**config.mk**
```make
export PLATFORM = sky130hd
export DESIGN_NAME = notify_fragment_framer_top
export DESIGN_NICKNAME = d
export VERILOG_FILES = /design/src/rtl/nff_pkg.sv /design/src/rtl/nff_ceil_div.sv /design/src/rtl/notify_fragment_framer_top.sv
export SDC_FILE = /design/constraint.sdc
export NUM_CORES = 1
export LEC_CHECK = 0
export ABC_AREA = 0
export BUFFER_PORTS_ARGS = -buffer_cell sky130_fd_sc_hd__buf_2
export CORE_MARGIN = 2
export CORE_UTILIZATION = 30
export CTS_CLUSTER_SIZE = 16
export DETAILED_ROUTE_END_ITERATION = 10
export SLEW_MARGIN = 20
export SYNTH_ARGS = -nofsm -noshare
export SYNTH_HDL_FRONTEND = slang
export SYNTH_HIERARCHICAL = 1
export SYNTH_SLANG_ARGS = --single-unit
```
**constraint.sdc**
```tcl
create_clock -name clk -period 2.99 [get_ports clk]
set_clock_uncertainty 0.2 [all_clocks]
set_input_delay 0.598 -clock clk [delete_from_list [all_inputs] [get_ports clk]]
set_output_delay 0.598 -clock clk [all_outputs]
set_load 0.01 [all_outputs]
```
**src/rtl/nff_pkg.sv**
```systemverilog
// ----------------------------------------------------------------------------
// nff_pkg
// shared types, codes and helpers of the notification fragment framer
// ----------------------------------------------------------------------------
`default_nettype none

package nff_pkg;

	// message length saturation point
	localparam int MAX_MESSAGE_BYTES = 256;

	// usable notify size limits and header margin
	localparam int SAFE_BYTES    = 20;
	localparam int CEIL_BYTES    = 220;
	localparam int HEADER_MARGIN = 12;
	localparam int MTU_SAFE_MAX  = 23;
	localparam int MTU_OVERHEAD  = 3;

	localparam int MTU_W      = 10;
	localparam int CFG_DATA_W = 10;
	localparam int CFG_IDX_W  = 1;

	// configuration register indexes
	localparam logic [CFG_IDX_W-1:0] CFG_PEER_MTU       = 1'b0;
	localparam logic [CFG_IDX_W-1:0] CFG_LINK_CONNECTED = 1'b1;

	// input opcodes
	localparam logic OP_START = 1'b0;
	localparam logic OP_DATA  = 1'b1;

	// header characters
	localparam logic [7:0] CHAR_AT    = 8'h40;
	localparam logic [7:0] CHAR_COMMA = 8'h2c;
	localparam logic [7:0] CHAR_SLASH = 8'h2f;
	localparam logic [7:0] CHAR_COLON = 8'h3a;
	localparam logic [7:0] CHAR_ZERO  = 8'h30;

	typedef logic [3:0] bcd_digit_t;

	typedef struct packed {
		bcd_digit_t hund;
		bcd_digit_t tens;
		bcd_digit_t ones;
	} bcd3_t;

	typedef struct packed {
		bcd_digit_t tens;
		bcd_digit_t ones;
	} bcd2_t;

	typedef struct packed {
		logic       op;
		logic [7:0] msg_length;
		logic [7:0] payload_byte;
	} in_word_t;

	typedef struct packed {
		logic [7:0] out_byte;
		logic       is_header;
		logic       fragment_end;
		logic       packet_end;
		logic       run_last;
	} out_word_t;

	// control to the fragment count unit
	typedef struct packed {
		logic       start;
		logic [7:0] dividend;
		logic [7:0] divisor;
	} div_ctrl_t;

	// status from the fragment count unit
	typedef struct packed {
		logic  busy;
		bcd2_t total;
	} div_stat_t;

	function automatic bcd2_t bcd2_inc(input bcd2_t v);
		bcd2_t r;
		r = v;
		if (v.ones != 4'd9) begin
			r.ones = v.ones + 4'd1;
		end else begin
			r.ones = 4'd0;
			r.tens = (v.tens == 4'd9) ? 4'd0 : v.tens + 4'd1;
		end
		return r;
	endfunction

	// wraps from 999 to 000
	function automatic bcd3_t bcd3_inc(input bcd3_t v);
		bcd3_t r;
		r = v;
		if (v.ones != 4'd9) begin
			r.ones = v.ones + 4'd1;
		end else if (v.tens != 4'd9) begin
			r.ones = 4'd0;
			r.tens = v.tens + 4'd1;
		end else begin
			r.ones = 4'd0;
			r.tens = 4'd0;
			r.hund = (v.hund == 4'd9) ? 4'd0 : v.hund + 4'd1;
		end
		return r;
	endfunction

	// data bytes carried by one fragment, 8..208
	function automatic logic [7:0] data_bytes_for_mtu(input logic [MTU_W-1:0] mtu);
		logic [MTU_W-1:0] usable;
		if (mtu <= MTU_W'(MTU_SAFE_MAX)) begin
			usable = MTU_W'(SAFE_BYTES);
		end else begin
			usable = mtu - MTU_W'(MTU_OVERHEAD);
			if (usable > MTU_W'(CEIL_BYTES)) usable = MTU_W'(CEIL_BYTES);
		end
		return 8'(usable - MTU_W'(HEADER_MARGIN));
	endfunction

	function automatic logic [7:0] digit_char(input bcd_digit_t d);
		return CHAR_ZERO | {4'd0, d};
	endfunction

endpackage

`default_nettype wire

```
**src/rtl/nff_ceil_div.sv**
```systemverilog
// ----------------------------------------------------------------------------
// nff_ceil_div
// fragment count by repeated subtraction, count kept in decimal digits
// ----------------------------------------------------------------------------
`default_nettype none

module nff_ceil_div (
	input  wire                 clk,
	input  wire                 arst_n,
	input  wire nff_pkg::div_ctrl_t ctrl,
	output nff_pkg::div_stat_t  stat
);
	import nff_pkg::*;

	logic        busy_q;
	logic [7:0]  rem_q;
	logic [7:0]  divisor_q;
	bcd2_t       total_q;
	logic [8:0]  diff;

	// one shared subtractor: remainder minus fragment size
	assign diff = {1'b0, rem_q} - {1'b0, divisor_q};

	always_ff @(posedge clk or negedge arst_n) begin
		if (!arst_n) begin
			busy_q  <= 1'b0;
			total_q <= '0;
		end else if (ctrl.start) begin
			busy_q  <= 1'b1;
			total_q <= '0;
		end else if (busy_q) begin
			if (rem_q == 8'd0) begin
				busy_q <= 1'b0;
			end else begin
				total_q <= bcd2_inc(total_q);
			end
		end
	end

	always_ff @(posedge clk) begin
		if (ctrl.start) begin
			rem_q     <= ctrl.dividend;
			divisor_q <= ctrl.divisor;
		end else if (busy_q && rem_q != 8'd0) begin
			// last partial fragment drops the remainder to zero
			rem_q <= (diff[8] || diff == 9'd0) ? 8'd0 : diff[7:0];
		end
	end

	assign stat.busy  = busy_q;
	assign stat.total = total_q;

endmodule

`default_nettype wire

```
**src/rtl/notify_fragment_framer_top.sv**
```systemverilog
// ----------------------------------------------------------------------------
// notify_fragment_framer_top
// splits messages into notification fragments with an ascii header
// ----------------------------------------------------------------------------
// usage
//   in channel (in_valid/in_ready/in_word): op start carries msg_length,
//   op data carries one payload byte
//   out channel (out_valid/out_ready/out_word): one framed byte per word,
//   header "@seq,part/total:" in decimal ahead of each fragment's first byte
//   config: cfg_we with cfg_index/cfg_data, index 0 peer mtu, 1 link up;
//   write only while the block is idle
// timing
//   one item at a time; in_ready is high only while the sequencer is idle
//   start word: the sequencer waits while the subtract loop counts
//   fragments (one fragment size subtracted per cycle, up to 32 fragments)
//   data word: goes out through the data state; when it opens a fragment,
//   the header state first walks every slot, skipped zero digits included
//   results leave through a single output register; when the receiver
//   stalls, the sequencer holds its place until the register is taken
// reset
//   peer mtu 23, link down, sequence 0, no message, output empty
//   while the link is down every word is taken and dropped
// ----------------------------------------------------------------------------
`default_nettype none

module notify_fragment_framer_top (
	input  wire                                    clk,
	input  wire                                    arst_n,
	input  wire                                    in_valid,
	output logic                                   in_ready,
	input  wire nff_pkg::in_word_t                 in_word,
	output logic                                   out_valid,
	input  wire                                    out_ready,
	output nff_pkg::out_word_t                     out_word,
	input  wire                                    cfg_we,
	input  wire  [nff_pkg::CFG_IDX_W-1:0]          cfg_index,
	input  wire  [nff_pkg::CFG_DATA_W-1:0]         cfg_data
);
	import nff_pkg::*;

	typedef enum logic [3:0] {
		S_IDLE = 4'b0001,
		S_DIV  = 4'b0010,
		S_HDR  = 4'b0100,
		S_DATA = 4'b1000
	} state_t;

	// header slots in emission order
	localparam logic [3:0] SLOT_AT    = 4'd0;
	localparam logic [3:0] SLOT_SEQ_H = 4'd1;
	localparam logic [3:0] SLOT_SEQ_T = 4'd2;
	localparam logic [3:0] SLOT_SEQ_O = 4'd3;
	localparam logic [3:0] SLOT_COMMA = 4'd4;
	localparam logic [3:0] SLOT_IDX_T = 4'd5;
	localparam logic [3:0] SLOT_IDX_O = 4'd6;
	localparam logic [3:0] SLOT_SLASH = 4'd7;
	localparam logic [3:0] SLOT_TOT_T = 4'd8;
	localparam logic [3:0] SLOT_TOT_O = 4'd9;
	localparam logic [3:0] SLOT_COLON = 4'd10;

	state_t            state_q;

	// configuration registers
	logic [MTU_W-1:0]  mtu_q;
	logic              link_q;

	// message state
	bcd3_t             seq_next_q;   // next sequence number to hand out
	bcd3_t             seq_cur_q;    // sequence of the running message
	bcd2_t             idx_q;        // fragment index, 1-based once started
	logic [7:0]        fdb_q;        // data bytes per fragment
	logic [7:0]        blf_q;        // bytes left in fragment
	logic [7:0]        blm_q;        // bytes left in message
	logic              active_q;
	logic [3:0]        slot_q;

	logic [7:0]        byte_q;
	logic              out_valid_q;
	out_word_t         out_word_q;

	logic              in_fire;
	logic              out_free;
	logic              out_load;
	logic              hdr_emit;
	logic [7:0]        hdr_char;
	logic [7:0]        len_clamped;
	logic [7:0]        fdb_new;
	div_ctrl_t         div_ctrl;
	div_stat_t         div_stat;

	assign in_ready = (state_q == S_IDLE);
	assign in_fire  = in_valid && in_ready;
	assign out_free = !out_valid_q || out_ready;

	// saturate length at the message limit
	assign len_clamped = ({2'b00, in_word.msg_length} > 10'(MAX_MESSAGE_BYTES)) ?
		8'(MAX_MESSAGE_BYTES) : in_word.msg_length;
	assign fdb_new = data_bytes_for_mtu(mtu_q);

	// fragment count runs in its own unit while the sequencer waits
	assign div_ctrl.start    = in_fire && link_q && (in_word.op == OP_START);
	assign div_ctrl.dividend = len_clamped;
	assign div_ctrl.divisor  = fdb_new;

	nff_ceil_div u_div (
		.clk    (clk),
		.arst_n (arst_n),
		.ctrl   (div_ctrl),
		.stat   (div_stat)
	);

	// header slot decode, leading zeros are skipped
	always_comb begin
		hdr_emit = 1'b0;
		hdr_char = 8'h00;
		unique case (slot_q)
			SLOT_AT: begin
				hdr_emit = 1'b1;
				hdr_char = CHAR_AT;
			end
			SLOT_SEQ_H: begin
				hdr_emit = (seq_cur_q.hund != 4'd0);
				hdr_char = digit_char(seq_cur_q.hund);
			end
			SLOT_SEQ_T: begin
				hdr_emit = (seq_cur_q.hund != 4'd0) || (seq_cur_q.tens != 4'd0);
				hdr_char = digit_char(seq_cur_q.tens);
			end
			SLOT_SEQ_O: begin
				hdr_emit = 1'b1;
				hdr_char = digit_char(seq_cur_q.ones);
			end
			SLOT_COMMA: begin
				hdr_emit = 1'b1;
				hdr_char = CHAR_COMMA;
			end
			SLOT_IDX_T: begin
				hdr_emit = (idx_q.tens != 4'd0);
				hdr_char = digit_char(idx_q.tens);
			end
			SLOT_IDX_O: begin
				hdr_emit = 1'b1;
				hdr_char = digit_char(idx_q.ones);
			end
			SLOT_SLASH: begin
				hdr_emit = 1'b1;
				hdr_char = CHAR_SLASH;
			end
			SLOT_TOT_T: begin
				hdr_emit = (div_stat.total.tens != 4'd0);
				hdr_char = digit_char(div_stat.total.tens);
			end
			SLOT_TOT_O: begin
				hdr_emit = 1'b1;
				hdr_char = digit_char(div_stat.total.ones);
			end
			SLOT_COLON: begin
				hdr_emit = 1'b1;
				hdr_char = CHAR_COLON;
			end
			default: begin
				hdr_emit = 1'b0;
				hdr_char = 8'h00;
			end
		endcase
	end

	assign out_load = ((state_q == S_HDR) && hdr_emit && out_free) ||
		((state_q == S_DATA) && out_free);

	// configuration registers
	always_ff @(posedge clk or negedge arst_n) begin
		if (!arst_n) begin
			mtu_q  <= MTU_W'(MTU_SAFE_MAX);
			link_q <= 1'b0;
		end else if (cfg_we) begin
			unique case (cfg_index)
				CFG_PEER_MTU:       mtu_q  <= cfg_data;
				CFG_LINK_CONNECTED: link_q <= cfg_data[0];
			endcase
		end
	end

	// sequencer
	always_ff @(posedge clk or negedge arst_n) begin
		if (!arst_n) begin
			state_q    <= S_IDLE;
			seq_next_q <= '0;
			seq_cur_q  <= '0;
			idx_q      <= '0;
			fdb_q      <= '0;
			blf_q      <= '0;
			blm_q      <= '0;
			active_q   <= 1'b0;
			slot_q     <= SLOT_AT;
		end else begin
			unique case (state_q)
				S_IDLE: begin
					// link down: word is taken and dropped
					if (in_fire && link_q) begin
						if (in_word.op == OP_START) begin
							seq_cur_q  <= seq_next_q;
							seq_next_q <= bcd3_inc(seq_next_q);
							fdb_q      <= fdb_new;
							idx_q      <= '0;
							blf_q      <= 8'd0;
							blm_q      <= len_clamped;
							active_q   <= (len_clamped != 8'd0);
							state_q    <= S_DIV;
						end else if (active_q) begin
							if (blf_q == 8'd0) begin
								// fragment opens with a header
								idx_q   <= bcd2_inc(idx_q);
								blf_q   <= (fdb_q < blm_q) ? fdb_q : blm_q;
								slot_q  <= SLOT_AT;
								state_q <= S_HDR;
							end else begin
								state_q <= S_DATA;
							end
						end
					end
				end
				S_DIV: begin
					if (!div_stat.busy) state_q <= S_IDLE;
				end
				S_HDR: begin
					// skipped digits advance without a word
					if (!hdr_emit || out_free) begin
						slot_q <= slot_q + 4'd1;
						if (slot_q == SLOT_COLON) state_q <= S_DATA;
					end
				end
				S_DATA: begin
					if (out_free) begin
						blf_q <= blf_q - 8'd1;
						blm_q <= blm_q - 8'd1;
						if (blm_q == 8'd1) active_q <= 1'b0;
						state_q <= S_IDLE;
					end
				end
				default: state_q <= S_IDLE;
			endcase
		end
	end

	// output register valid
	always_ff @(posedge clk or negedge arst_n) begin
		if (!arst_n) begin
			out_valid_q <= 1'b0;
		end else if (out_load) begin
			out_valid_q <= 1'b1;
		end else if (out_ready) begin
			out_valid_q <= 1'b0;
		end
	end

	// payload registers
	always_ff @(posedge clk) begin
		if (in_fire) byte_q <= in_word.payload_byte;
		if (out_load) begin
			if (state_q == S_HDR) begin
				out_word_q.out_byte     <= hdr_char;
				out_word_q.is_header    <= 1'b1;
				out_word_q.fragment_end <= 1'b0;
				out_word_q.packet_end   <= 1'b0;
				out_word_q.run_last     <= 1'b0;
			end else begin
				out_word_q.out_byte     <= byte_q;
				out_word_q.is_header    <= 1'b0;
				out_word_q.fragment_end <= (blf_q == 8'd1);
				out_word_q.packet_end   <= (blm_q == 8'd1);
				out_word_q.run_last     <= 1'b1;
			end
		end
	end

	assign out_valid = out_valid_q;
	assign out_word  = out_word_q;

endmodule

`default_nettype wire
```
==> impl_results.rst, run 1 <==
.. list-table::
   :header-rows: 1

   * - Metric
     - Value
   * - Result of the run
     - finished clean
   * - Number of max-slew violations in the final report
     - 0
   * - Clock latency on the worst-skew pair
     - 0.42 ns
   * - Count of buffers from port buffering
     - 46
   * - Number of antenna violations at the first check in global routing
     - 0
   * - Worst vdd rail ir drop
     - 0.000355 V
   * - Critical register-to-register path endpoint
     - u_div/divisor_q[6]
   * - Via density
     - 4.95
   * - Actual transition at the worst max-transition pin
     - 0.724 ns
   * - Power, Total
     - 0.00732 W
   * - GR Util All Layers
     - 14.3%
   * - Multi-input gate area in the final layout
     - 3570 sq um
   * - Most used DFF post-synth
     - dfrtp_1
   * - Crit path kind
     - register to register
   * - FF-to-FF setup slack
     - 0.12 ns
   * - Share of the core filled with cells in the final layout
     - 36.6%
   * - Post-synth ARST share
     - 70.5%
   * - Buffer levels on the longest clock path
     - 2
   * - Final min period
     - 2.87 ns
   * - Final net count
     - 884
   * - Yosys top cell area share
     - between 20 and 30%
   * - Fin crit share
     - 95.8%
   * - DRC violations left
     - 0
   * - Share of post-route cells with drive strength above 1
     - 19.1%
   * - H-tree lvl count
     - 4
   * - Worst r2r src
     - mtu_q[0]
   * - Pin count of the biggest net entering global routing
     - 47
   * - Remaining max-slew budget at the tightest pin
     - approximately half
   * - Flip-flop and latch area
     - ~3200 sq um
   * - Filler Cells Inserted
     - between 2,000 and 2,500
   * - Vertical die dimension
     - 157 um
   * - Highest attainable clock frequency
     - ~350 MHz
   * - Final GP Congestion
     - 0.872
   * - Number of unique standard cell types used by synthesis
     - between 70 and 80
   * - Routed WL
     - 17,200 um
   * - Starting density of the core
     - 30.4%
   * - Vias in the first global route
     - 5,289
   * - TritonCTS clock tree
     - built
   * - Overflow left after global routing
     - 0
   * - TritonCTS sink count
     - 122
   * - Portion of the post-synthesis area used by sequential elements
     - 45.8%
   * - Peak fanout along the critical path
     - 6
   * - Area enclosed by the die boundary
     - 24,800 sq um
   * - Critical path required time
     - 2.97 ns
   * - RSZ-0062 raised after global routing
     - true
   * - Crit. Startpoint
     - mtu_q[0]
   * - Via count
     - roughly 5,700
   * - Area growth from synthesis to final layout
     - 20.6%
   * - Static power due to leakage
     - about 3.6 nW
   * - Cell count after synthesis
     - 745
   * - Largest area contributor in the netlist
     - dfrtp_1
   * - Library cell with the highest instance count after synthesis
     - nand2_1
   * - Top area cells in the synthesized netlist
     - dfrtp_1 29%, edfxtp_1 15%, ha_1 6.2%
   * - Avg Synthesized Cell Area
     - 9.48 sq um
   * - Number of iterations in the first detailed-routing pass
     - 5
   * - Clock transition time at the flip-flop clock pins of the worst setup and hold paths
     - 0.06 ns
   * - Clock root buffer
     - clkbuf_16
   * - DP HPWL
     - 12,300 um
   * - End point of the critical path
     - u_div/divisor_q[6]
   * - CTS Buf Count
     - 17
   * - I/O Pins
     - 47
   * - First DRT Iteration DRCs
     - approximately 360
   * - Startpoint type of the worst setup path
     - register
   * - Net Count, Synth
     - 814
   * - Count of antenna-violating nets left after detailed routing
     - 0
   * - Worst hold-check path type
     - primary input to register
   * - Arrival time of data at the critical path endpoint
     - 2.85 ns
   * - Count of synthesis-stage warnings from yosys
     - 6
   * - Number of enable flip-flop cells after synthesis
     - 36
   * - Count of endpoints failing hold in the final timing report
     - 0
   * - Power Density
     - 859 nW/um^2
   * - Row cnt
     - 56
   * - Wire length of the first global-routing pass
     - 27,800 um
   * - Count of maximum capacitance violations
     - 0
   * - Die width
     - 157 um
   * - Count of endpoints failing setup in the final report
     - 0
   * - Synth Register Bits
     - 122
   * - Number of antenna repair diodes
     - 0
   * - Ranking of synthesized cells by instance count
     - 99 x nand2_1, 81 x dfrtp_1, 59 x nor2_1
   * - Core Area
     - 23,300 sq um
   * - Number of cell instances on the worst register-to-register path
     - 13
   * - Post-Synthesis Cell Area
     - between 7000 and 8000 sq um
   * - Kind of end point of the critical path
     - register
   * - Routed wire per std cell
     - 15.0 um
==> per-stage QoR <==
step           std cells  setup slack [ns]  setup TNS [ns]  hold slack, ns  area [sq um]
3_3_place_gp        1109            0.0969               0           0.282          7840
3_5_place_dp        1109            0.0583               0           0.287          7840
6_report            1147             0.124               0           0.147          8520
4_1_cts             1142            0.0495               0           0.127          8460
5_1_grt             1147           -0.0352         -0.0509           0.130          8520
2_1_floorplan        745           -0.0396         -0.0396           0.102          7120
==> cells in the final DEF, fill, tap and decap left out, types with 6 or more instances in the layout <==
cell       Yosys  layout
nand2_1       99      99
dfrtp_1       81      80
nor2_1        59      58
inv_1         50      49
buf_2          5      45
o21ai_0       44      44
a21oi_1       41      41
edfxtp_1      36      36
buf_4          2      34
ha_1          35      33
nand3_1       28      28
nor3_1        20      20
clkbuf_16      0      17
mux2_2        13      13
nand2b_1      11      11
xnor2_1       13      11
nand4_1       10      10
o31ai_1       10      10
mux2i_1        9       9
and2_1         8       8
o211ai_1       8       8
nor2b_1        7       7
xor2_1         7       7
a221oi_1       7       7
inv_6          0       7
a22oi_1        7       6
==> where the power goes <==
group / internal (W) / switching, W / total, W / leakage (nW)
Combinational: 0.00107 / 0.00136 / 0.00244 / 1.91
Sequential: 0.00221 / 0.000501 / 0.00271 / 1.41
Clock: 0.00133 / 0.000841 / 0.00217 / 0.295
Total: 0.00462 / 0.00270 / 0.00732 / 3.62
==> worst max-delay path: stages, from the launching register on <==
cell	delay [ns]
dfstp_2	0.41
ha_4	0.19
or4_4	0.45
nor2_4	0.17
o22ai_4	0.08
a21oi_2	0.19
nand2b_1	0.08
or2_1	0.21
ha_2	0.18
inv_2	0.05
nand4_1	0.08
xor2_1	0.15
nor2_1	0.13
nor2_1	0.05
==> worst min-delay path by stage <==
stage                   start       endpoint  depth (start not counted)
5_1_grt            in_word[4]      byte_q[4]                          1
3_5_place_dp    seq_next_q[7]   seq_cur_q[7]                          2
4_1_cts            in_word[1]      byte_q[1]                          1
2_1_floorplan          arst_n       active_q                          0
6_report           in_word[1]      byte_q[1]                          1
3_3_place_gp   seq_next_q[11]  seq_cur_q[11]                          2
==> metal layers <==
layer  track usage [%]  routed length, um  vias up
met5                 0                  0        -
li1                  -                  -     2832
met1              20.0               8490     2712
met4              5.02                330        0
met3              3.44                682       24
met2              21.6               7660      113
==> cells by family (layout without fill, tap and decap cells) <==
group | count (synthesis) | in the layout | share of synthesized area (%)
and+or+nand+nor | 283 | 283 | 19.9
AOI/OAI and AO/OA | 179 | 179 | 16.9
DFF | 122 | 122 | 45.8
buffers and inverters | 80 | 163 | 4.55
adders and majority gates | 36 | 36 | 6.48
muxes | 25 | 25 | 3.88
xor gates and xnor gates | 20 | 20 | 2.48
==> registers in the layout, summed over array words and instances, names as in the netlist <==
signal and flops:
blf_q 8, idx_q 8, byte_q 8, u_div/busy_q 1, u_div/stat 8, out_valid 1, seq_cur_q 12, u_div/rem_q 8
blm_q 8, u_div/divisor_q 8, out_word 12, active_q 1, mtu_q 10, fdb_q 8, link_q 1, state_q 4
slot_q 4, seq_next_q 12
==> final cells by class <==
| class | instances | area share [%] |
|---|---|---|
| timing repair buffer | 81 | 5.99 |
| tap | 319 | 4.68 |
| multi-input combinational | 543 | 41.9 |
| sequential | 122 | 38.0 |
| inverter | 50 | 2.20 |
| clock inverter | 14 | 2.14 |
| clock buffer | 18 | 5.04 |
==> what timing repair did <==
item | in CTS | in global routing
buffers inserted | 0 | 5
resized for setup | 0 | 7
endpoints found under the hold margin | 14 | 0
setup endpoints to repair | 0 | 2
hold buffers | 1 | 0
Power figures use the tool's default switching activity.
==> run 2, diff against run 1 <==
GPL_TIMING_DRIVEN = 0   (was unset)
==> run 2 against run 1 <==
The run now ends with negative setup slack left. Combinational power is essentially flat. Non-clock buffer count is 5 higher. Total power is 0.96% higher. Flip-flop and latch count stayed put. Core utilization rose by 0.29 points. Worst setup slack worse by 0.19 ns.
==> impl_results.rst, run 2 (synthesis gave the netlist of run 1 again) <==
.. list-table::
   :header-rows: 1

   * - Metric
     - Value
   * - RSZ-0062 raised after global routing
     - true
   * - Routed WL
     - 17,800 um (+3.6%)
   * - Via count
     - 5,875 (+3.4%)
   * - Static power due to leakage
     - 3.60 nW (-0.50%)
   * - Accumulated negative setup slack
     - -0.0654 ns (-0.0654 ns)
   * - Peak fanout along the critical path
     - 4 (-2)
   * - Count of endpoints failing hold in the final timing report
     - 0 (unchanged)
   * - Crit path kind
     - register to register
   * - Starting density of the core
     - 30.4% (unchanged)
   * - Filler Cells Inserted
     - 2,389 (+0.13%)
   * - Most frequent cells in the layout
     - 98 x nand2_1, 81 x dfrtp_1, 58 x nor2_1
   * - Most common cell after layout, fill and taps aside
     - nand2_1
   * - Arrival time of data at the critical path endpoint
     - 3.01 ns (+0.16 ns)
   * - Count of buffers from port buffering
     - 45 (-2.2%)
   * - DP HPWL
     - 12,900 um (+4.1%)
   * - Clock transition time at the flip-flop clock pins of the worst setup and hold paths
     - 0.06 ns (about the same)
   * - Wire length of the first global-routing pass
     - 28,600 um (+2.8%)
   * - H-tree lvl count
     - 4 (unchanged)
   * - Placed Instances
     - 1,110 (+0.090%)
   * - First DRT Iteration DRCs
     - 417 (+17%)
   * - DRC violations left
     - 0 (unchanged)
   * - Worst Setup Slack, final
     - -0.0654 ns (-0.190 ns)
   * - Final GP Congestion
     - 0.897 (+2.9%)
   * - Worst Hold Margin
     - 0.148 ns (+0.00124 ns)
   * - Share of the core filled with cells in the final layout
     - 36.9% (+0.29 points)
   * - Failing checks
     - negative setup slack
   * - Row cnt
     - 56 (unchanged)
   * - Startpoint type of the worst setup path
     - register
   * - Vias in the first global route
     - 5,411 (+2.3%)
   * - Worst vdd rail ir drop
     - 0.000348 V (-2.0%)
   * - Result of the run
     - finished, violations left
   * - Fin crit share
     - 102% (+6.3 points)
   * - Count of antenna-violating nets left after detailed routing
     - 0 (unchanged)
   * - Final min period
     - 3.06 ns (+0.190 ns)
   * - Area enclosed by the die boundary
     - 24,800 sq um (unchanged)
   * - Clock latency on the worst-skew pair
     - 0.43 ns (about the same)
   * - Remaining max-slew budget at the tightest pin
     - 61.6% (+11 points)
   * - Multi-input gate area in the final layout
     - 3620 sq um (+1.4%)
   * - Final net count
     - 889 (+0.57%)
   * - Clock root buffer
     - clkbuf_16
   * - Routed wire per std cell
     - 15.4 um (+3.1%)
   * - Power Density
     - 860 nW/um^2 (+0.17%)
   * - Area growth from synthesis to final layout
     - 21.6%
   * - Number of antenna repair diodes
     - 0 (unchanged)
   * - TritonCTS clock tree
     - built
   * - Share of post-route cells with drive strength above 1
     - 18.2% (-0.83 points)
   * - Worst hold-check path type
     - primary input to register
   * - Die width
     - 157 um (unchanged)
   * - Post-route non-filler standard cell count
     - 1,152 (+0.44%)
   * - Buffer levels on the longest clock path
     - 2 (unchanged)
   * - Count of endpoints failing setup in the final report
     - 1 (+1)
   * - Overflow left after global routing
     - 0 (unchanged)
   * - Actual transition at the worst max-transition pin
     - 0.561 ns (-0.163 ns)
   * - Via density
     - 5.10 (+3.0%)
   * - Core Area
     - 23,300 sq um (unchanged)
   * - CTS Buf Count
     - 17 (unchanged)
   * - TritonCTS sink count
     - 122 (unchanged)
   * - Flip-flop and latch area
     - 3240 sq um (about the same)
   * - Critical path required time
     - 2.94 ns (-0.03 ns)
   * - Count of maximum capacitance violations
     - 0 (unchanged)
   * - GR Util All Layers
     - 14.9% (+0.51 points)
   * - Pin count of the biggest net entering global routing
     - 76 (+62%)
   * - Number of antenna violations at the first check in global routing
     - 0 (unchanged)
   * - Number of max-slew violations in the final report
     - 0 (unchanged)
   * - Highest attainable clock frequency
     - 327 MHz (-6.2%)
   * - Kind of end point of the critical path
     - register
   * - Vertical die dimension
     - 157 um (unchanged)
   * - Number of iterations in the first detailed-routing pass
     - 8 (+3)
   * - I/O Pins
     - 47 (unchanged)
-- run 2: cell types whose count changed in the layout (fill, tap and decap cells not counted), moves of 2 or more --
| cell | delta |
|---|---|
| buf_1 | +3 |
| buf_2 | +2 |
| buf_4 | -22 |
| buf_6 | +5 |
| clkbuf_1 | +14 |
| clkinv_4 | +3 |
| inv_6 | -3 |
| inv_8 | +3 |
| xnor2_2 | -2 |
-- run 2: per-stage QoR --
step / setup WS (ns) / area (sq um) / power (W)
floorplan: -0.0396 / 7120 / 0.00438
global placement: -0.754 / 7750 / 0.00502
detailed placement: -0.737 / 7780 / 0.00508
CTS: -0.0931 / 8530 / 0.00739
global route: -0.192 / 8590 / 0.00789
finish: -0.0654 / 8590 / 0.00739
-- run 2: worst max-delay path: stages (launching register included) --
cell,delay (ns)
dfstp_2,0.39
ha_4,0.16
or4_4,0.53
or3_4,0.34
o22ai_2,0.16
a21oi_2,0.10
buf_4,0.16
a21oi_2,0.12
ha_2,0.19
inv_2,0.04
nand4_1,0.07
xor2_1,0.07
nor2_1,0.18
nor2_1,0.07
-- run 2: cell type report --
type / instances / share of cell area, %
multi-input combinational: 543 / 42.2
sequential: 122 / 37.7
clock buffer: 17 / 4.95
tap: 319 / 4.65
timing repair buffer: 61 / 4.49
clock inverter: 15 / 2.37
inverter: 50 / 2.23
buffer: 25 / 1.41
-- run 2: report_power, final --
group | switching [W] | internal [W] | total (W) | leakage (nW)
clock network | 0.000855 | 0.00135 | 0.00220 | 0.307
registers | 0.000523 | 0.00221 | 0.00273 | 1.42
logic | 0.00141 | 0.00105 | 0.00246 | 1.88
total | 0.00278 | 0.00461 | 0.00739 | 3.60
-- run 2: worst paths after layout --
path / depth (start not counted) / end / from / slack [ns]
max: 13 / u_div/divisor_q[6] / mtu_q[1] / -0.07
min: 1 / byte_q[0] / in_word[0] / 0.15
max reg2reg: 13 / u_div/divisor_q[6] / mtu_q[1] / -0.07
min reg2reg: 1 / seq_next_q[4] / seq_next_q[4] / 0.30
max in group asynchronous: 3 / state_q[0] / arst_n / 1.60
min in group asynchronous: 2 / mtu_q[8] / arst_n / 0.36
-- run 2: per-layer routing --
metal,global-route usage [%],share of wire (%),vias up
li1,-,-,2844
met1,20.3,47,2807
met2,23.2,45,196
met3,3.47,5.6,28
met4,4.76,1.8,0
met5,0,0,-
-- run 2: what timing repair did --
| item | in CTS | in global routing |
|---|---|---|
| setup endpoints to repair | 40 | 32 |
| setup buffers | 10 | 5 |
| gates resized for setup | 15 | 9 |
| hold buffers | 1 | 0 |
| pin swaps | 14 | 15 |
| endpoints found under the hold margin | 11 | 0 |
==> run 3, diff against run 2 <==
==> constraint.sdc (replaced) <==
create_clock -name clk -period 2.99 [get_ports clk]
set_clock_uncertainty 0.2 [all_clocks]
set_input_delay 0.299 -clock clk [delete_from_list [all_inputs] [get_ports clk]]
set_output_delay 0.299 -clock clk [all_outputs]
set_load 0.01 [all_outputs]
==> run 3 against run 2 <==
The flow still finishes with violations (negative setup slack). Via count shrank 0.82%. Critical path depth is the same. Largest cell class unchanged. Combinational power is essentially flat. Total power shrank 2.7%. Largest power group unchanged. Die area is the same. First-iteration DRC count shrank 12%.
==> impl_results.rst, run 3 (synthesis gave the netlist of run 1 again) <==
.. list-table::
   :header-rows: 1

   * - Metric
     - Value
   * - Result of the run
     - finished, violations left
   * - Failing checks
     - negative setup slack
   * - Share of the core filled with cells in the final layout
     - 37.5% (+0.59 points)
   * - Worst hold-check path type
     - primary input to register
   * - Placed Instance Area
     - 7780 sq um (about the same)
   * - Psw
     - 0.00276 W (-0.88%)
   * - Final net count
     - 910 (+2.4%)
   * - Routed WL
     - 18,000 um (+1.2%)
   * - Kind of end point of the critical path
     - register
   * - Number of max-slew violations in the final report
     - 0 (unchanged)
   * - Clock root buffer
     - clkbuf_16
   * - Clock latency on the worst-skew pair
     - 0.43 ns (about the same)
   * - Number of iterations in the first detailed-routing pass
     - 7 (-1)
   * - First DRT Iteration DRCs
     - 366 (-12%)
   * - Worst Hold Margin
     - 0.0175 ns (-0.130 ns)
   * - Cell class contributing the biggest share of worst-path delay
     - simple AND/OR/NAND/NOR gates
   * - Count of maximum capacitance violations
     - 0 (unchanged)
   * - Area enclosed by the die boundary
     - 24,800 sq um (unchanged)
   * - Gate power share
     - 34.4% (+1.1 points)
   * - Fin crit share
     - 101% (-1.4 points)
   * - Startpoint type of the worst setup path
     - register
   * - Vertical die dimension
     - 157 um (unchanged)
   * - Core Area
     - 23,300 sq um (unchanged)
   * - Wire length of the first global-routing pass
     - 29,400 um (+2.8%)
   * - Row cnt
     - 56 (unchanged)
   * - Worst Setup Slack, final
     - -0.0231 ns (+0.0423 ns)
   * - Power Density
     - 824 nW/um^2 (-4.2%)
   * - CP most frequent cell
     - nor2_1
   * - GR Util All Layers
     - 15.1% (+0.29 points)
   * - Count of endpoints failing hold in the final timing report
     - 0 (unchanged)
   * - Count of cells along the worst hold path
     - 3 (+2)
   * - Die width
     - 157 um (unchanged)
   * - Startpoint of the worst hold path
     - in_word[15]
   * - Static power due to leakage
     - 3.66 nW (+1.6%)
   * - Critical path required time
     - 2.95 ns (about the same)
   * - Buffer levels on the longest clock path
     - 2 (unchanged)
   * - Vias in the first global route
     - 5,583 (+3.2%)
   * - Crit path kind
     - register to register
   * - I/O Pins
     - 47 (unchanged)
   * - Number of antenna violations at the first check in global routing
     - 0 (unchanged)
   * - Worst r2r src
     - mtu_q[1]
   * - Worst-path cell with the longest stage delay
     - or4_4
   * - Arrival time of data at the critical path endpoint
     - 2.98 ns (-0.03 ns)
   * - Clock transition time at the flip-flop clock pins of the worst setup and hold paths
     - 0.06 ns (about the same)
   * - Share of post-route cells with drive strength above 1
     - 17.8% (-0.45 points)
   * - DRC violations left
     - 0 (unchanged)
   * - Power, Total
     - 0.00719 W (-2.7%)
   * - Number of cell instances on the worst register-to-register path
     - 13 (unchanged)
   * - Crit. Startpoint
     - mtu_q[1]
   * - DP Worst Slack
     - -0.750 ns (-0.0133 ns)
   * - Most frequent cells in the layout
     - 99 x nand2_1, 81 x dfrtp_1, 58 x nor2_1
   * - Highest attainable clock frequency
     - 332 MHz (+1.4%)
   * - Maximum cell stage delay along the critical path
     - 0.44 ns (-0.09 ns)
   * - Final min period
     - 3.01 ns (-0.0423 ns)
   * - Crit path buf inv count
     - 2 (unchanged)
   * - Switch share
     - 38.4% (+0.69 points)
   * - Starting density of the core
     - 30.4% (unchanged)
   * - H-tree lvl count
     - 4 (unchanged)
   * - Overflow left after global routing
     - 0 (unchanged)
   * - Relative contribution of sequential cells to total power
     - 37.9% (+1.0 points)
   * - Routed wire per std cell
     - 15.3 um (-0.57%)
   * - Final GP Congestion
     - 0.889 (-0.89%)
   * - Stages on worst setup path
     - 13 (unchanged)
   * - Pin count of the biggest net entering global routing
     - 76 (unchanged)
   * - RSZ-0062 raised after global routing
     - true
   * - TritonCTS clock tree
     - built
   * - Count of antenna-violating nets left after detailed routing
     - 0 (unchanged)
   * - Count of endpoints failing setup in the final report
     - 1 (unchanged)
   * - Worst vdd rail ir drop
     - 0.000336 V (-3.5%)
   * - DP HPWL
     - 13,100 um (+1.7%)
   * - Peak fanout along the critical path
     - 8 (+4)
   * - Most common cell after layout, fill and taps aside
     - nand2_1
   * - Remaining max-slew budget at the tightest pin
     - 52.3% (-9.3 points)
   * - Area growth from synthesis to final layout
     - 23.5%
   * - Clock Power Share
     - 27.6% (-2.2 points)
   * - Count of buffers from port buffering
     - 45 (unchanged)
   * - Actual transition at the worst max-transition pin
     - 0.697 ns (+0.136 ns)
   * - Critical path, cell by cell
     - ha_4, or4_4, or3_4, o22ai_4, a21oi_4, buf_4, a21oi_2, ha_2, inv_2, nand4_1, xor2_1, nor2_1, nor2_1
   * - Via count
     - 5,827 (-0.82%)
   * - Via density
     - 4.97 (-2.6%)
   * - Finished Cell Area
     - 8730 sq um (+1.6%)
   * - CTS Buf Count
     - 17 (unchanged)
   * - TritonCTS sink count
     - 122 (unchanged)
   * - Number of antenna repair diodes
     - 0 (unchanged)
   * - Cell internal power dissipation
     - 0.00444 W (-3.7%)
-- run 3: cell count changes in the layout (fill, tap and decap cells not counted), moves of 2 or more --
cell	previous run	this run
inv_8	4	1
dlygate4sd3_1	1	21
bufinv_16	3	1
clkinv_2	0	3
-- run 3: final timing paths --
kind | endpoint | slack [ns]
hold / removal | blm_q[7] | 0.02
setup reg to reg | u_div/divisor_q[6] | -0.02
hold reg to reg | seq_cur_q[7] | 0.29
max in group asynchronous | state_q[0] | 1.89
setup / recovery | u_div/divisor_q[6] | -0.02
min in group asynchronous | mtu_q[7] | 0.07
-- run 3: routing by layer --
| layer | vias up | routed length, um | global-route usage, % |
|---|---|---|---|
| li1 | 2874 | - | - |
| met1 | 2787 | 8680 | 20.9 |
| met2 | 151 | 8360 | 24.2 |
| met3 | 15 | 765 | 3.00 |
| met4 | 0 | 196 | 4.11 |
| met5 | - | 0 | 0 |
-- run 3: what timing repair did --
action                                  4_1_cts  5_1_grt
pin swaps                                     6        9
hold endpoints to repair                    105        0
gates resized for setup                      10       10
hold buffers                                 21        0
buffers inserted                             10        4
endpoints found under the setup margin       41       29
gates cloned                                  0        0
-- run 3: area by class of cell --
cell class | instances | area (sq um)
clock buffers | 17 | 425
repair buffers | 81 | 582
clock inverters | 15 | 141
multi-input cells | 543 | 3620
flip-flops and latches | 122 | 3240
well taps | 319 | 399
plain buffers | 26 | 133
fillers | 2366 | 14500
inverters | 50 | 191
-- run 3: tightest hold or removal path: cells and delay by family --
family,cells,cell delay (ns)
AND/OR/NAND/NOR,1,0.07
AO/OA/AOI/OAI,1,0.10
buffers and inverters,1,0.11
-- run 3: through the flow --
step	setup TNS (ns)	instances
global route	-0.359	1173
global placement	-15.33	1109
floorplan	-0.00862	745
finish	-0.0231	1173
CTS	-0.0839	1169
detailed placement	-16.76	1110
-- run 3: power by group through the flow --
stage	Combinational, W	Clock, W	Sequential, W
2_1_floorplan	0.00183	0	0.00255
3_3_place_gp	0.00229	0	0.00273
3_5_place_dp	0.00234	0	0.00274
4_1_cts	0.00243	0.00203	0.00272
5_1_grt	0.00280	0.00209	0.00279
6_report	0.00248	0.00199	0.00273
